--- config.mk ---
export PLATFORM = sky130hd
export DESIGN_NAME = thermistor_sample_to_temperature
export DESIGN_NICKNAME = d
export VERILOG_FILES = /design/src/rtl/tstt_pkg.sv /design/src/rtl/tstt_avg4.sv /design/src/rtl/thermistor_sample_to_temperature.sv
export VERILOG_INCLUDE_DIRS = /design/src /design/src/rtl
export SDC_FILE = /design/constraint.sdc
export NUM_CORES = 1
export LEC_CHECK = 0
export ABC_AREA = 0
export BUFFER_PORTS_ARGS = -buffer_cell sky130_fd_sc_hd__clkbuf_2
export CORE_UTILIZATION = 30
export CTS_BUF_LIST = sky130_fd_sc_hd__clkbuf_16
export DETAILED_ROUTE_END_ITERATION = 16
export PLACE_DENSITY_LB_ADDON = 0.08
export REMOVE_ABC_BUFFERS = 1
export SETUP_SLACK_MARGIN = 0.2
export SLEW_MARGIN = 10
export SYNTH_ARGS = -nofsm -noshare
export SYNTH_HDL_FRONTEND = slang
export SYNTH_SLANG_ARGS = --single-unit
export TNS_END_PERCENT = 30
--- constraint.sdc ---
create_clock -name i_clk -period 14.1 [get_ports i_clk]
set_input_delay 3.525 -clock i_clk [delete_from_list [all_inputs] [get_ports i_clk]]
set_output_delay 3.525 -clock i_clk [all_outputs]
set_load 0.02 [all_outputs]
--- src/rtl/assert_macros.svh ---
// Assertion macros shared by the RTL. Each use sits on a line of its own.
`ifndef ASSERT_MACROS_SVH
`define ASSERT_MACROS_SVH

// The condition must hold at every clock edge outside reset.
`define ASSERT_ALWAYS(label, clk, rst_n, cond, msg) \
    label: assert property (@(posedge clk) disable iff (!rst_n) (cond)) else $error(msg);

// When the antecedent holds, the consequent must hold in the next cycle.
`define ASSERT_NEXT(label, clk, rst_n, ante, cons, msg) \
    label: assert property (@(posedge clk) disable iff (!rst_n) (ante) |=> (cons)) \
        else $error(msg);

`endif

--- src/rtl/tstt_pkg.sv ---
`timescale 1ns / 1ps

package tstt_pkg;

    localparam int MV_W       = 12;
    localparam int TEMP_W     = 7;
    localparam int CAP_DEPTH  = 8;
    localparam int CAP_SHIFT  = $clog2(CAP_DEPTH);
    localparam int CAP_IDX_W  = (CAP_DEPTH > 1) ? $clog2(CAP_DEPTH) : 1;
    localparam int CAP_FILL_W = $clog2(CAP_DEPTH + 2);
    localparam int CAP_SUM_W  = MV_W + CAP_SHIFT;
    localparam int AVG_SUM_W  = MV_W + 2;

    localparam logic [MV_W-1:0] CLAMP_HIGH = 12'd2600;
    localparam logic [MV_W-1:0] CLAMP_LOW  = 12'd200;

    localparam int TABLE_LEN = 67;
    localparam logic signed [TEMP_W-1:0] TEMP_FIRST = -7'sd10;
    localparam logic signed [TEMP_W-1:0] TEMP_BELOW = 7'sd60;

    // Descending millivolt thresholds, one per degree from -10 C upwards.
    localparam logic [MV_W-1:0] THRESHOLDS [TABLE_LEN] = '{
        12'd1482, 12'd1467, 12'd1452, 12'd1437, 12'd1422, 12'd1407, 12'd1392,
        12'd1377, 12'd1362, 12'd1347, 12'd1332, 12'd1318, 12'd1303, 12'd1288,
        12'd1273, 12'd1258, 12'd1240, 12'd1210, 12'd1180, 12'd1150, 12'd1130,
        12'd1110, 12'd1090, 12'd1070, 12'd1050, 12'd1030, 12'd1010, 12'd994,
        12'd977,  12'd962,  12'd946,  12'd931,  12'd915,  12'd900,  12'd884,
        12'd869,  12'd853,  12'd838,  12'd822,  12'd807,  12'd791,  12'd776,
        12'd760,  12'd745,  12'd729,  12'd714,  12'd698,  12'd683,  12'd667,
        12'd652,  12'd637,  12'd621,  12'd606,  12'd590,  12'd580,  12'd565,
        12'd550,  12'd535,  12'd520,  12'd505,  12'd490,  12'd475,  12'd460,
        12'd445,  12'd430,  12'd415,  12'd400
    };

    // First threshold the value reaches wins; scanning from the end keeps priority.
    function automatic logic signed [TEMP_W-1:0] lookup_temp(input logic [MV_W-1:0] v);
        logic signed [TEMP_W-1:0] t;
        t = TEMP_BELOW;
        for (int i = TABLE_LEN - 1; i >= 0; i--) begin
            if (v >= THRESHOLDS[i]) begin
                t = TEMP_FIRST + TEMP_W'(i);
            end
        end
        return t;
    endfunction

endpackage

--- src/rtl/tstt_avg4.sv ---
`timescale 1ns / 1ps

// Four-entry moving average with a running sum. A priming write fills every
// entry with the incoming value. o_avg is the average including i_value.
module tstt_avg4 (
    input  logic                     i_clk,
    input  logic                     i_rst_n,
    input  logic                     i_en,
    input  logic                     i_prime,
    input  logic [tstt_pkg::MV_W-1:0] i_value,
    output logic [tstt_pkg::MV_W-1:0] o_avg
);

    logic [tstt_pkg::MV_W-1:0]    r_ring [4];
    logic [1:0]                   r_ptr;
    logic [tstt_pkg::AVG_SUM_W-1:0] r_sum;
    logic [tstt_pkg::AVG_SUM_W-1:0] n_sum;

    always_comb begin
        if (i_prime) begin
            n_sum = {i_value, 2'b00};
        end else begin
            n_sum = r_sum - tstt_pkg::AVG_SUM_W'(r_ring[r_ptr])
                    + tstt_pkg::AVG_SUM_W'(i_value);
        end
    end

    assign o_avg = n_sum[tstt_pkg::AVG_SUM_W-1:2];

    always_ff @(posedge i_clk) begin
        if (!i_rst_n) begin
            r_ptr <= 2'd0;
        end else if (i_en) begin
            r_ptr <= i_prime ? 2'd1 : r_ptr + 2'd1;
        end
    end

    always_ff @(posedge i_clk) begin
        if (i_en) begin
            r_sum <= n_sum;
            if (i_prime) begin
                for (int i = 0; i < 4; i++) begin
                    r_ring[i] <= i_value;
                end
            end else begin
                r_ring[r_ptr] <= i_value;
            end
        end
    end

endmodule

--- src/rtl/thermistor_sample_to_temperature.sv ---
`timescale 1ns / 1ps

// Thermistor sample to temperature. One millivolt sample is taken per clock
// transaction; samples flagged bad in tuser are dropped. The capture stage
// keeps a running sum over the last eight good samples and, once more than
// eight have arrived, passes on their floored mean (before that, the first
// nonzero sample). While enabled, two four-entry moving averages (the first
// clamped to 200..2600 mV) feed a table lookup giving -10..56 C, or 60 C
// below the table. One new sample is accepted every cycle while the output
// is not stalled; a result passes through the capture, first average,
// second average and lookup registers. With the enable register low no
// results are produced, though the capture stage still tracks the samples.
module thermistor_sample_to_temperature (
    input  logic        i_clk,
    input  logic        i_rst_n,
    input  logic        i_cfg_wen,
    input  logic        i_cfg_wdata,   // enable
    input  logic        i_s_tvalid,
    output logic        o_s_tready,
    input  logic [15:0] i_s_tdata,     // [11:0] sample_mv, zero padding above
    input  logic        i_s_tuser,     // sample_bad
    output logic        o_m_tvalid,
    input  logic        i_m_tready,
    output logic [23:0] o_m_tdata      // [6:0] temperature_c, [18:7] filtered_mv
);

    `include "assert_macros.svh"

    localparam int MV_W = tstt_pkg::MV_W;

    logic r_enable;

    // Capture stage state.
    logic [MV_W-1:0]                  r_cap_ring [tstt_pkg::CAP_DEPTH];
    logic [tstt_pkg::CAP_IDX_W-1:0]   r_cap_wr;
    logic [tstt_pkg::CAP_FILL_W-1:0]  r_cap_fill;
    logic [tstt_pkg::CAP_SUM_W-1:0]   r_cap_sum;
    logic [MV_W-1:0]                  r_cur_mv;
    logic [tstt_pkg::CAP_FILL_W-1:0]  n_cap_fill;
    logic [tstt_pkg::CAP_SUM_W-1:0]   n_cap_sum;
    logic [MV_W-1:0]                  n_cur_mv;
    logic [MV_W-1:0]                  w_sample;
    logic [MV_W-1:0]                  w_evict;

    // Pipeline registers.
    logic                      r_s1_valid;
    logic [MV_W-1:0]           r_s1_mv;
    logic                      r_s2_valid;
    logic                      r_s2_prime;
    logic [MV_W-1:0]           r_s2_mv;
    logic                      r_s3_valid;
    logic [MV_W-1:0]           r_s3_mv;
    logic                      r_o_valid;
    logic signed [tstt_pkg::TEMP_W-1:0] r_o_temp;
    logic [MV_W-1:0]           r_o_mv;
    logic                      r_primed;

    logic w_rdy_out, w_rdy3, w_rdy2, w_rdy1;
    logic w_accept, w_good, w_adv2, w_adv3;
    logic [MV_W-1:0] w_avg2, w_clamp2, w_avg3;

    assign w_rdy_out = !r_o_valid || i_m_tready;
    assign w_rdy3    = !r_s3_valid || w_rdy_out;
    assign w_rdy2    = !r_s2_valid || w_rdy3;
    assign w_rdy1    = !r_s1_valid || w_rdy2;

    assign o_s_tready = w_rdy1;
    assign w_accept   = i_s_tvalid && w_rdy1;
    assign w_good     = w_accept && !i_s_tuser;
    assign w_sample   = i_s_tdata[MV_W-1:0];

    always_ff @(posedge i_clk) begin
        if (!i_rst_n) begin
            r_enable <= 1'b0;
        end else if (i_cfg_wen) begin
            r_enable <= i_cfg_wdata;
        end
    end

    // Entries not yet written leave the sum untouched until the ring is full.
    assign w_evict = (r_cap_fill >= tstt_pkg::CAP_FILL_W'(tstt_pkg::CAP_DEPTH))
                     ? r_cap_ring[r_cap_wr] : '0;

    always_comb begin
        n_cap_sum  = r_cap_sum - tstt_pkg::CAP_SUM_W'(w_evict)
                     + tstt_pkg::CAP_SUM_W'(w_sample);
        n_cap_fill = r_cap_fill;
        if (r_cap_fill < tstt_pkg::CAP_FILL_W'(tstt_pkg::CAP_DEPTH + 1)) begin
            n_cap_fill = r_cap_fill + tstt_pkg::CAP_FILL_W'(1);
        end
        n_cur_mv = r_cur_mv;
        if (n_cap_fill > tstt_pkg::CAP_FILL_W'(tstt_pkg::CAP_DEPTH)) begin
            n_cur_mv = n_cap_sum[tstt_pkg::CAP_SUM_W-1:tstt_pkg::CAP_SHIFT];
        end else if (r_cur_mv == '0) begin
            n_cur_mv = w_sample;
        end
    end

    always_ff @(posedge i_clk) begin
        if (!i_rst_n) begin
            r_cap_wr   <= '0;
            r_cap_fill <= '0;
            r_cap_sum  <= '0;
            r_cur_mv   <= '0;
        end else if (w_good) begin
            r_cap_wr   <= (r_cap_wr == tstt_pkg::CAP_IDX_W'(tstt_pkg::CAP_DEPTH - 1))
                          ? '0 : r_cap_wr + tstt_pkg::CAP_IDX_W'(1);
            r_cap_fill <= n_cap_fill;
            r_cap_sum  <= n_cap_sum;
            r_cur_mv   <= n_cur_mv;
        end
    end

    always_ff @(posedge i_clk) begin
        if (w_good) begin
            r_cap_ring[r_cap_wr] <= w_sample;
        end
    end

    // First moving average and clamp.
    assign w_adv2 = r_s1_valid && w_rdy2;

    tstt_avg4 u_avg_two (
        .i_clk   (i_clk),
        .i_rst_n (i_rst_n),
        .i_en    (w_adv2),
        .i_prime (!r_primed),
        .i_value (r_s1_mv),
        .o_avg   (w_avg2)
    );

    always_comb begin
        w_clamp2 = w_avg2;
        if (w_avg2 > tstt_pkg::CLAMP_HIGH) begin
            w_clamp2 = tstt_pkg::CLAMP_HIGH;
        end
        if (w_avg2 < tstt_pkg::CLAMP_LOW) begin
            w_clamp2 = tstt_pkg::CLAMP_LOW;
        end
    end

    // Second moving average, primed by the same transaction as the first.
    assign w_adv3 = r_s2_valid && w_rdy3;

    tstt_avg4 u_avg_three (
        .i_clk   (i_clk),
        .i_rst_n (i_rst_n),
        .i_en    (w_adv3),
        .i_prime (r_s2_prime),
        .i_value (r_s2_mv),
        .o_avg   (w_avg3)
    );

    always_ff @(posedge i_clk) begin
        if (!i_rst_n) begin
            r_s1_valid <= 1'b0;
            r_s2_valid <= 1'b0;
            r_s3_valid <= 1'b0;
            r_o_valid  <= 1'b0;
            r_primed   <= 1'b0;
            r_s2_prime <= 1'b0;
        end else begin
            if (w_rdy1) begin
                r_s1_valid <= w_good && r_enable;
            end
            if (w_rdy2) begin
                r_s2_valid <= r_s1_valid;
                r_s2_prime <= r_s1_valid && !r_primed;
            end
            if (w_adv2) begin
                r_primed <= 1'b1;
            end
            if (w_rdy3) begin
                r_s3_valid <= r_s2_valid;
            end
            if (w_rdy_out) begin
                r_o_valid <= r_s3_valid;
            end
        end
    end

    always_ff @(posedge i_clk) begin
        if (w_rdy1) begin
            r_s1_mv <= n_cur_mv;
        end
        if (w_rdy2) begin
            r_s2_mv <= w_clamp2;
        end
        if (w_rdy3) begin
            r_s3_mv <= w_avg3;
        end
        if (w_rdy_out) begin
            r_o_temp <= tstt_pkg::lookup_temp(r_s3_mv);
            r_o_mv   <= r_s3_mv;
        end
    end

    assign o_m_tvalid = r_o_valid;
    assign o_m_tdata  = {5'd0, r_o_mv, r_o_temp};

    `ASSERT_ALWAYS(a_fill_sat, i_clk, i_rst_n, r_cap_fill <= tstt_pkg::CAP_FILL_W'(tstt_pkg::CAP_DEPTH + 1), "capture fill count passed saturation")
    `ASSERT_ALWAYS(a_out_range, i_clk, i_rst_n, !r_o_valid || (r_o_mv >= tstt_pkg::CLAMP_LOW && r_o_mv <= tstt_pkg::CLAMP_HIGH), "filtered value outside clamp range")
    `ASSERT_ALWAYS(a_primed_before_s3, i_clk, i_rst_n, !(r_s2_valid || r_s3_valid) || r_primed, "averaging stage loaded before priming")
    `ASSERT_NEXT(a_disabled_no_entry, i_clk, i_rst_n, w_rdy1 && !r_enable, !r_s1_valid, "transaction entered the averages while disabled")

endmodule

; ---- Word level (Yosys, flattened, before mapping)
; Memory sizes are Yosys's and may differ from the RTL's. A register that Yosys moved wholly into a read port is not among the register bits.
; Cells that the tools add are included.
[totals]
regBits = 128
latchBits = 0
ramBits = 192
romBits = 0
input_bits = 23
out_inout_bits = 26
wordCells = 235
memories = 3
[memory_table]
columns = memory, depth, width, read_ports, rd_clocked_by_memory_dff, write_ports, line
row1 = r_cap_ring, 8, 12, 1, 1, 1, thermistor_sample_to_temperature.sv:34  ; logic [MV_W-1:0] r_cap_ring [tstt_pkg::CAP_DEPTH];
row2 = u_avg_three.r_ring, 4, 12, 1, 1, 4, tstt_avg4.sv:14  ; logic [tstt_pkg::MV_W-1:0] r_ring [4];
row3 = u_avg_two.r_ring, 4, 12, 1, 1, 4, tstt_avg4.sv:14
[classes]
addsub = 10
multipliers = 0
div_mod_pow = 0
n_lt_le_gt_ge = 72
eq_ne = 1
shifts = 0
mux = 102
bitwise_logic = 0
reduce_logical = 22
[ops]
columns = op, count
row1 = ">= comparator 12 x 10 -> 1 bit, second input constant", 33
row2 = 2-to-1 mux 7 bit, 56
row3 = ">= comparator 12 x 11 -> 1 bit, second input constant", 26
row4 = ">= comparator 12 x 9 -> 1 bit, second input constant", 8
row5 = 2-to-1 mux 12 bit, 6
row6 = 2-to-1 mux 4 bit, 9
row7 = adder 14 x 12 -> 14 bit, 2
row8 = 2-to-1 mux 14 bit, 2
row9 = subtractor 14 x 12 -> 14 bit, 2
row10 = OR reduction 12 bit, 2
row11 = 2-to-1 mux 1 bit, 17
row12 = 2-to-1 mux 2 bit, 8
row13 = adder 15 x 12 -> 15 bit, 1
row14 = subtractor 15 x 12 -> 15 bit, 1
row15 = "greater-than comparator 12 bit, second input constant", 1
row16 = logical NOT 12 bit, 1
row17 = "< comparator 12 x 8 -> 1 bit, second input constant", 1
row18 = 2-to-1 mux 3 bit, 4
row19 = OR reduction 10 bit, 1
row20 = logical AND 1 bit, 6
row21 = logical NOT 1 bit, 6
row22 = "adder 2 x 1 -> 2 bit, second input constant", 2
row23 = "adder 4 x 1 -> 4 bit, second input constant", 1
row24 = ">= comparator 4 bit, second input constant", 1
row25 = 6 further kinds, 10

; ---- Longest topological paths before layout
; Gate-level depths: netlist (run 1).
[logic_depth]
word_depth = 67
ltp_mapped = 18
ltp_nobuf = 16

; ---- By module
; Synthesis (run 1) repeated with hierarchy kept, for this count alone.
[unflattened]
cells_unflattened = 1475
area_unflattened_um2 = 17405.4
[modules_own_cells]
columns = module, instances, cells_each, area_each_um2, seq_area_each_um2
row1 = thermistor_sample_to_temperature, 1, 922, 10237.3, 5415.2
row2 = tstt_avg4 at u_avg_three, 1, 277, 3613.5, 1941.9
row3 = tstt_avg4 at u_avg_two, 1, 276, 3554.7, 1941.9

; ---- Worst setup path before layout (run 1)
; No wires, ideal clock.
[synth_timing]
kind = input to output
from = in i_m_tready
to = out o_s_tready
arrival_ps = 4338
required_time_ps = 10575
path_slack_ps = 6237
cell_stages = 3
path_buffers = 0
cell_sequence = nor2b_1 > and3_1 > nand2_1
[synth_between]
elab_chain_len = 4
[synth_lines]
columns = item, line
row1 = start: declaration, thermistor_sample_to_temperature.sv:23  ; input logic i_m_tready,
row2 = logical OR 1 bit, thermistor_sample_to_temperature.sv:62  ; assign w_rdy_out = !r_o_valid || i_m_tready;
row3 = logical OR 1 bit, thermistor_sample_to_temperature.sv:63  ; assign w_rdy3 = !r_s3_valid || w_rdy_out;
row4 = logical OR 1 bit, thermistor_sample_to_temperature.sv:64  ; assign w_rdy2 = !r_s2_valid || w_rdy3;
row5 = logical OR 1 bit, thermistor_sample_to_temperature.sv:65  ; assign w_rdy1 = !r_s1_valid || w_rdy2;
row6 = end: declaration, thermistor_sample_to_temperature.sv:19  ; output logic o_s_tready,
; No other way between the ends.

; ---- Worst setup path after layout (run 1)
; Same ends and word-level chain as after synthesis.

==> results.md, run 1 <==
* Final Max Slew Viols at 0
* Status: complete, no violations
* Vias in the first global route at 11,800
* Data arrival time of the worst path at 4.77 ns
* Highest clock rate at 0.121 GHz
* Register bit total from synthesis at 327
* Initial antenna violation count at 1
* CTS tree: built
* Initial core utilization at 30.6%
* Slew headroom at 27.6%
* Final setup violation count at 0
* Drt first-iter violations at 811
* Core region area at 0.0569 sq mm
* Fillcell total at 5,640
* Crit path top cell by count: clkbuf_2
* Clock Tree Buf Depth at 3
* Post-synthesis cell area at 0.0174 sq mm
* Clk slew on worst S/H paths at 0.06 ns
* Hold endpoint: r_s2_prime
* Asr flop ratio synth at 0%
* Drt drc at 0
* Root buf cell: clkbuf_16
* CTS buffer count at 39
* Gr ovfl total at 0
* Gr usage total at 15.2%
* Post-route ant nets at 0
* PD cells at 177 mW/mm^2
* H-tree depth at 2
* Number of enable flip-flop cells after synthesis at 275
* Die Width at 243 um
* # diodes at 0
* Final hold violations at 0
* Synth warnings at 0
* Hold Path Class: reg2reg
* Cell taking the most area after synthesis: edfxtp_1
* Chip height at 243 um
* Fraction of layout cells with a size suffix above 1 at 14.1%
* Post-CTS setup buffer count at 0
* # IOs at 49
* Wire length of the first global-routing pass at 69,400 um
* Nets at 1,631
* Count leader, synth: edfxtp_1
* Area grow syn2layout at 13.2%
* Lkg Pwr at 7.18 nW
* Synthesized area per cell at 11.7 sq um
* Largest net degree at the start of global routing at 47
* Critical path class: in2out
* Via count at 11,500
* Synth Flop Type: edfxtp_1
* Sequential share of the synthesized area at 53.4%
* Drt via density at 4.98
* Min-delay src: r_s2_prime
* Top cells by area, synth: edfxtp_1 (47%), mux4_2 (6.2%), dfxtp_1 (6.0%), fa_1 (4.1%), inv_1 (3.9%)
* Final wirelength at 44,000 um
* Site row count at 87
* Crit-path slowest cell: nor2b_1
* Critical Path Max Stage Delay at 0.40 ns
* Post-cts gate resize count at 0
* Least-Margin Pin Slew at 1.07 ns
* Post-CTS Hold Buffers at 0
* Unrepaired setup endpoints after global routing: false
* Fin Clk Skew at 0.0133 ns
* Worst-path cell chain: clkbuf_2, nor2b_1, and3_1, nand2_1, buf_4, clkbuf_2
* Worst-skew pair later-pin latency at 0.55 ns
* Port Buffers at 39
* Worst VDD drop at 0.0933 mV
* Cells on worst reg2reg path at 16
* Most common library cells after synthesis: edfxtp_1 (275), inv_1 (182), nand2_1 (106)
* Syn Inst Count at 1,487
* WL/cell at 19.1 um
* Fin crit period at 8.30 ns
* Crit path required time at 10.57 ns
* Hold Crit Depth at 2
* HPWL after DPL at 29,800 um
* Detailed Routing Iterations Pass 1 at 5
* Setup crit end kind: primary output
* Pre-CTS setup slack at 5.79 ns
* Worst-path maximum fanout at 16
* Total Power at 3.49 mW
* Worst reg-to-reg setup slack at 8.91 ns
* Reg-to-Reg End: r_cap_sum[14]
* Final setup TNS at 0 ns
* Final WS setup at 5.80 ns
* Top-area cell type share of the netlist area at 47.4%
* # clock sinks at 327
* Synth cell types at 91
* Startpoint types: input port
* Placer Congestion at 0.865
* MaxCap Viol Count at 0
* Final period util at 58.8%
* Die area at 0.0590 sq mm
* Post-route cell area at 0.0197 sq mm
* Cell Area, Placed at 0.0185 sq mm
## logic make-up after synthesis
group	after synthesis	share of synthesized area (%)
flip-flops	327	53.4
AND/OR/NAND/NOR	373	11.1
XOR/XNOR	26	1.31
multiplexers	68	7.38
adder cells (fa/ha/maj)	84	7.58
AO/OA/AOI/OAI	349	13.3
other	1	0.0215
buffers and inverters	259	5.95
## metal layers
metal | vias to the layer above | track usage [%] | routed length, um
li1 | 5514 | - | -
met1 | 5623 | 21.3 | 21100
met2 | 293 | 23.8 | 20000
met3 | 70 | 2.31 | 1860
met4 | 0 | 5.20 | 1070
met5 | - | 0 | 0
## area by class of cell
class                           instances  area (sq um)  area share [%]
Timing Repair Buffer                   66           398            2.02
Multi-Input combinational cell        905          7160            36.3
Inverter                              185           694            3.52
Tap cell                              756           946            4.80
Sequential cell                       327          9300            47.1
Clock inverter                         28           203            1.03
Clock buffer                           41          1030            5.20
## report_power, final
group | internal [mW] | switching [mW]
sequential | 1.22 | 0.122
combinational | 0.411 | 0.772
clock | 0.564 | 0.406
total | 2.19 | 1.30
## worst max-delay path by stage
stage | startpoint | end | slack [ns]
floorplan | i_m_tready | o_s_tready | 6.24
global placement | i_m_tready | o_s_tready | 5.77
detailed placement | i_m_tready | o_s_tready | 5.79
CTS | i_m_tready | o_s_tready | 5.78
global route | i_m_tready | o_s_tready | 5.65
finish | i_m_tready | o_s_tready | 5.80
## flip-flops by register name, summed over array words and instances, names as in the netlist, 7 cells and up, named ones only
| name | count |
|---|---|
| r_o_temp | 7 |
| r_s3_mv | 12 |
| r_cap_ring | 96 |
| u_avg_two.r_ring | 48 |
| r_cap_sum | 15 |
| r_o_mv | 12 |
| r_s2_mv | 12 |
| u_avg_three.r_sum | 14 |
| r_cur_mv | 12 |
| u_avg_two.r_sum | 14 |
| u_avg_three.r_ring | 48 |
| r_s1_mv | 12 |
## critical path: cells and delay by family
kind | cells | cell delay, ns
and+or+nand+nor | 3 | 0.78
buffers and inverters | 3 | 0.45
## layout by cell type (no fill, tap or decap), types with 17 or more instances in the layout
| master | n |
|---|---|
| edfxtp_1 | 275 |
| inv_1 | 189 |
| nand2_1 | 106 |
| a21oi_1 | 84 |
| o21ai_0 | 74 |
| nor2_1 | 70 |
| dfxtp_1 | 51 |
| mux4_2 | 48 |
| ha_1 | 48 |
| clkbuf_16 | 41 |
| clkbuf_2 | 39 |
| fa_1 | 36 |
| nor3_1 | 32 |
| buf_4 | 27 |
| nor2b_1 | 26 |
| a31oi_1 | 24 |
| nand3_1 | 22 |
| o21a_1 | 20 |
| a21boi_0 | 18 |
| mux2i_1 | 17 |
## metrics by stage
stage	utilization, %	hold WS (ns)	std cells
4_1_cts	34.6	0.468	2308
3_5_place_dp	32.5	0.461	2239
5_1_grt	34.6	0.492	2308
2_1_floorplan	-	0.441	1417
3_3_place_gp	32.5	0.444	2239
6_report	34.6	0.463	2308
(Power assumes the default switching activity.)
==> run 2, diff against run 1 <==
--- a/config.mk
+++ b/config.mk
@@ -6,7 +6,7 @@
 export SDC_FILE = /design/constraint.sdc
 export NUM_CORES = 1
 export LEC_CHECK = 0
-export ABC_AREA = 0
+export ABC_AREA = 1
 export BUFFER_PORTS_ARGS = -buffer_cell sky130_fd_sc_hd__clkbuf_2
 export CORE_UTILIZATION = 30
 export CTS_BUF_LIST = sky130_fd_sc_hd__clkbuf_16
==> constraint.sdc (replaced) <==
create_clock -name i_clk -period 7.2 [get_ports i_clk]
set_input_delay 1.8 -clock i_clk [delete_from_list [all_inputs] [get_ports i_clk]]
set_output_delay 1.8 -clock i_clk [all_outputs]
set_load 0.02 [all_outputs]
==> run 2 against run 1 <==
- clock power rose by 110%
- sequential power rose by 82%
- via count rose by 5.4%
- critical path type unchanged
- critical endpoint unchanged
- worst hold slack improved by 0.0041 ns
==> results.md, run 2 <==
* Site row count at 86
* Status: complete, no violations
* Register bit total from synthesis at 327
* Least-Margin Pin Slew at 0.848 ns
* Post-cts gate resize count at 0
* HPWL after DPL at 30,500 um
* Worst VDD drop at 0.174 mV
* Drt via density at 4.64
* Lkg Pwr at 7.91 nW
* Final setup TNS at 0 ns
* Final wirelength at 43,800 um
* Hold Crit Depth at 2
* Final period util at 80.0%
* Die area at 0.0570 sq mm
* Reg power frac at 40.4%
* WL/cell at 16.8 um
* # clock sinks at 327
* Post-CTS setup buffer count at 0
* # IOs at 49
* Post-CTS Hold Buffers at 0
* Drt drc at 0
* Worst reg-to-reg setup slack at 1.82 ns
* Most common library cells after synthesis: inv_1 (312), edfxtp_1 (275), nor2_1 (241)
* Switch Pwr at 2.10 mW
* Core region area at 0.0552 sq mm
* Number of enable flip-flop cells after synthesis at 275
* Port Buffers at 39
* Synth warnings at 0
* Min-delay src: r_cap_sum[0]
* Nets at 1,939
* Fin crit period at 5.76 ns
* Largest registers: r_cap_ring: 96 flops, u_avg_three.r_ring: 48 flops, u_avg_two.r_ring: 48 flops
* Gr ovfl total at 0
* Fraction of layout cells with a size suffix above 1 at 9.28%
* Largest net degree at the start of global routing at 58
* Switching share of power at 34.9%
* Comb power frac at 25.6%
* Power share of the clock group at 34.0%
* Synth Flop Type: edfxtp_1
* Worst-path maximum fanout at 21
* Syn Inst Count at 1,776
* Pint at 3.93 mW
* Min Hold Slack at 0.467 ns
* Clk slew on worst S/H paths at 0.05 ns
* Top reg by flops: r_cap_ring
* Sequential share of the synthesized area at 55.3%
* MaxCap Viol Count at 0
* Cells on worst reg2reg path at 30
* Hold Path Class: reg2reg
* Clock Tree Buf Depth at 3
* Detailed Routing Iterations Pass 1 at 5
* Placer Congestion at 0.925
* Top cells by area, synth: edfxtp_1 (49%), inv_1 (7.0%), o21ai_0 (6.8%), dfxtp_1 (6.2%), nor2_1 (5.4%)
* H-tree depth at 2
* Drt first-iter violations at 729
* Root buf cell: clkbuf_16
* Chip height at 239 um
* Highest clock rate at 0.174 GHz
* Area grow syn2layout at 14.6%
* Setup crit end kind: primary output
* Data arrival time of the worst path at 3.96 ns
* Fin Clk Skew at 0.0263 ns
* # diodes at 0
* Asr flop ratio synth at 0%
* PD cells at 313 mW/mm^2
* CTS buffer count at 41
* Die Width at 239 um
* Final hold violations at 0
* Vias in the first global route at 11,900
* Crit path required time at 5.40 ns
* Synthesized area per cell at 9.47 sq um
* Worst-skew pair later-pin latency at 0.58 ns
* Slew headroom at 43.4%
* Critical path class: in2out
* Initial antenna violation count at 0
* Initial core utilization at 30.5%
* CTS tree: built
* Max reg flops at 96
* Top-area cell type share of the netlist area at 49.1%
* Reg-to-Reg End: r_s2_mv[2]
* Most frequent cells in the layout: inv_1 (321), edfxtp_1 (275), nor2_1 (240), o21ai_0 (222), nand2_1 (212)
* Cell taking the most area after synthesis: edfxtp_1
* Synth cell types at 45
* Unrepaired setup endpoints after global routing: false
* Wire length of the first global-routing pass at 69,100 um
* Post-route ant nets at 0
* Hold endpoint: r_cap_sum[0]
* Via count at 12,100
* Commonest non-fill, non-tap cell in the layout: inv_1
* Post-synthesis cell area at 0.0168 sq mm
* Gr usage total at 15.7%
* Final Max Slew Viols at 0
* Final setup violation count at 0
* Count leader, synth: inv_1
* Startpoint types: input port
## run 2: worst max path at each step
stage	to	start
2_1_floorplan	r_cap_ring[0][0]	i_m_tready
3_3_place_gp	o_s_tready	i_m_tready
3_5_place_dp	o_s_tready	i_m_tready
4_1_cts	o_s_tready	i_m_tready
5_1_grt	o_s_tready	i_m_tready
6_report	o_s_tready	i_m_tready
## run 2: layout make-up
cell class	count	area, sq um
clock buffers	42	1050
clock inverters	34	290
fillers	5691	35900
inverters	332	1250
multi-input cells	1063	6060
flip-flops and latches	327	9300
well taps	748	936
repair buffers	67	405
## run 2: kinds of logic after synthesis
logic type,share of synthesized area (%)
flops,55.3
buf+inv,8.90
simple gates,12.1
compound gates,14.4
xor+xnor,1.41
other cells,0.0223
fa+ha+maj,7.85
## run 2: metrics by stage
step	total power, mW	setup slack (ns)	cell area (sq um)	instances	util [%]
after floorplan	3.48	1.42	16600	1722	-
after global placement	4.02	1.38	17900	2537	32.5
after detailed placement	4.01	1.37	17900	2537	32.5
after CTS	6.10	1.36	19300	2613	34.9
after global routing	6.39	1.09	19300	2613	34.9
final	6.03	1.44	19300	2613	34.9
## run 2: per-layer routing
| metal | share of wire, % | global-route usage [%] |
|---|---|---|
| met1 | 48 | 21.7 |
| met2 | 46 | 25.4 |
| met4 | 2.2 | 4.86 |
| met3 | 3.5 | 2.27 |
| met5 | 0 | 0 |
## run 2: power by group through the flow
stage	combinational, mW	clock [mW]	sequential [mW]
global route	1.75	2.18	2.46
CTS	1.54	2.12	2.44
floorplan	1.00	0	2.48
finish	1.54	2.05	2.44
detailed placement	1.53	0	2.48
global placement	1.54	0	2.48
## run 2: critical path, stage by stage
cell,delay (ns)
clkbuf_2,0.08
nor2_1,0.03
inv_1,0.04
buf_4,0.31
nor2_1,0.07
inv_1,0.44
nor2_1,0.11
inv_1,0.48
nor2_1,0.14
inv_1,0.22
clkbuf_2,0.22
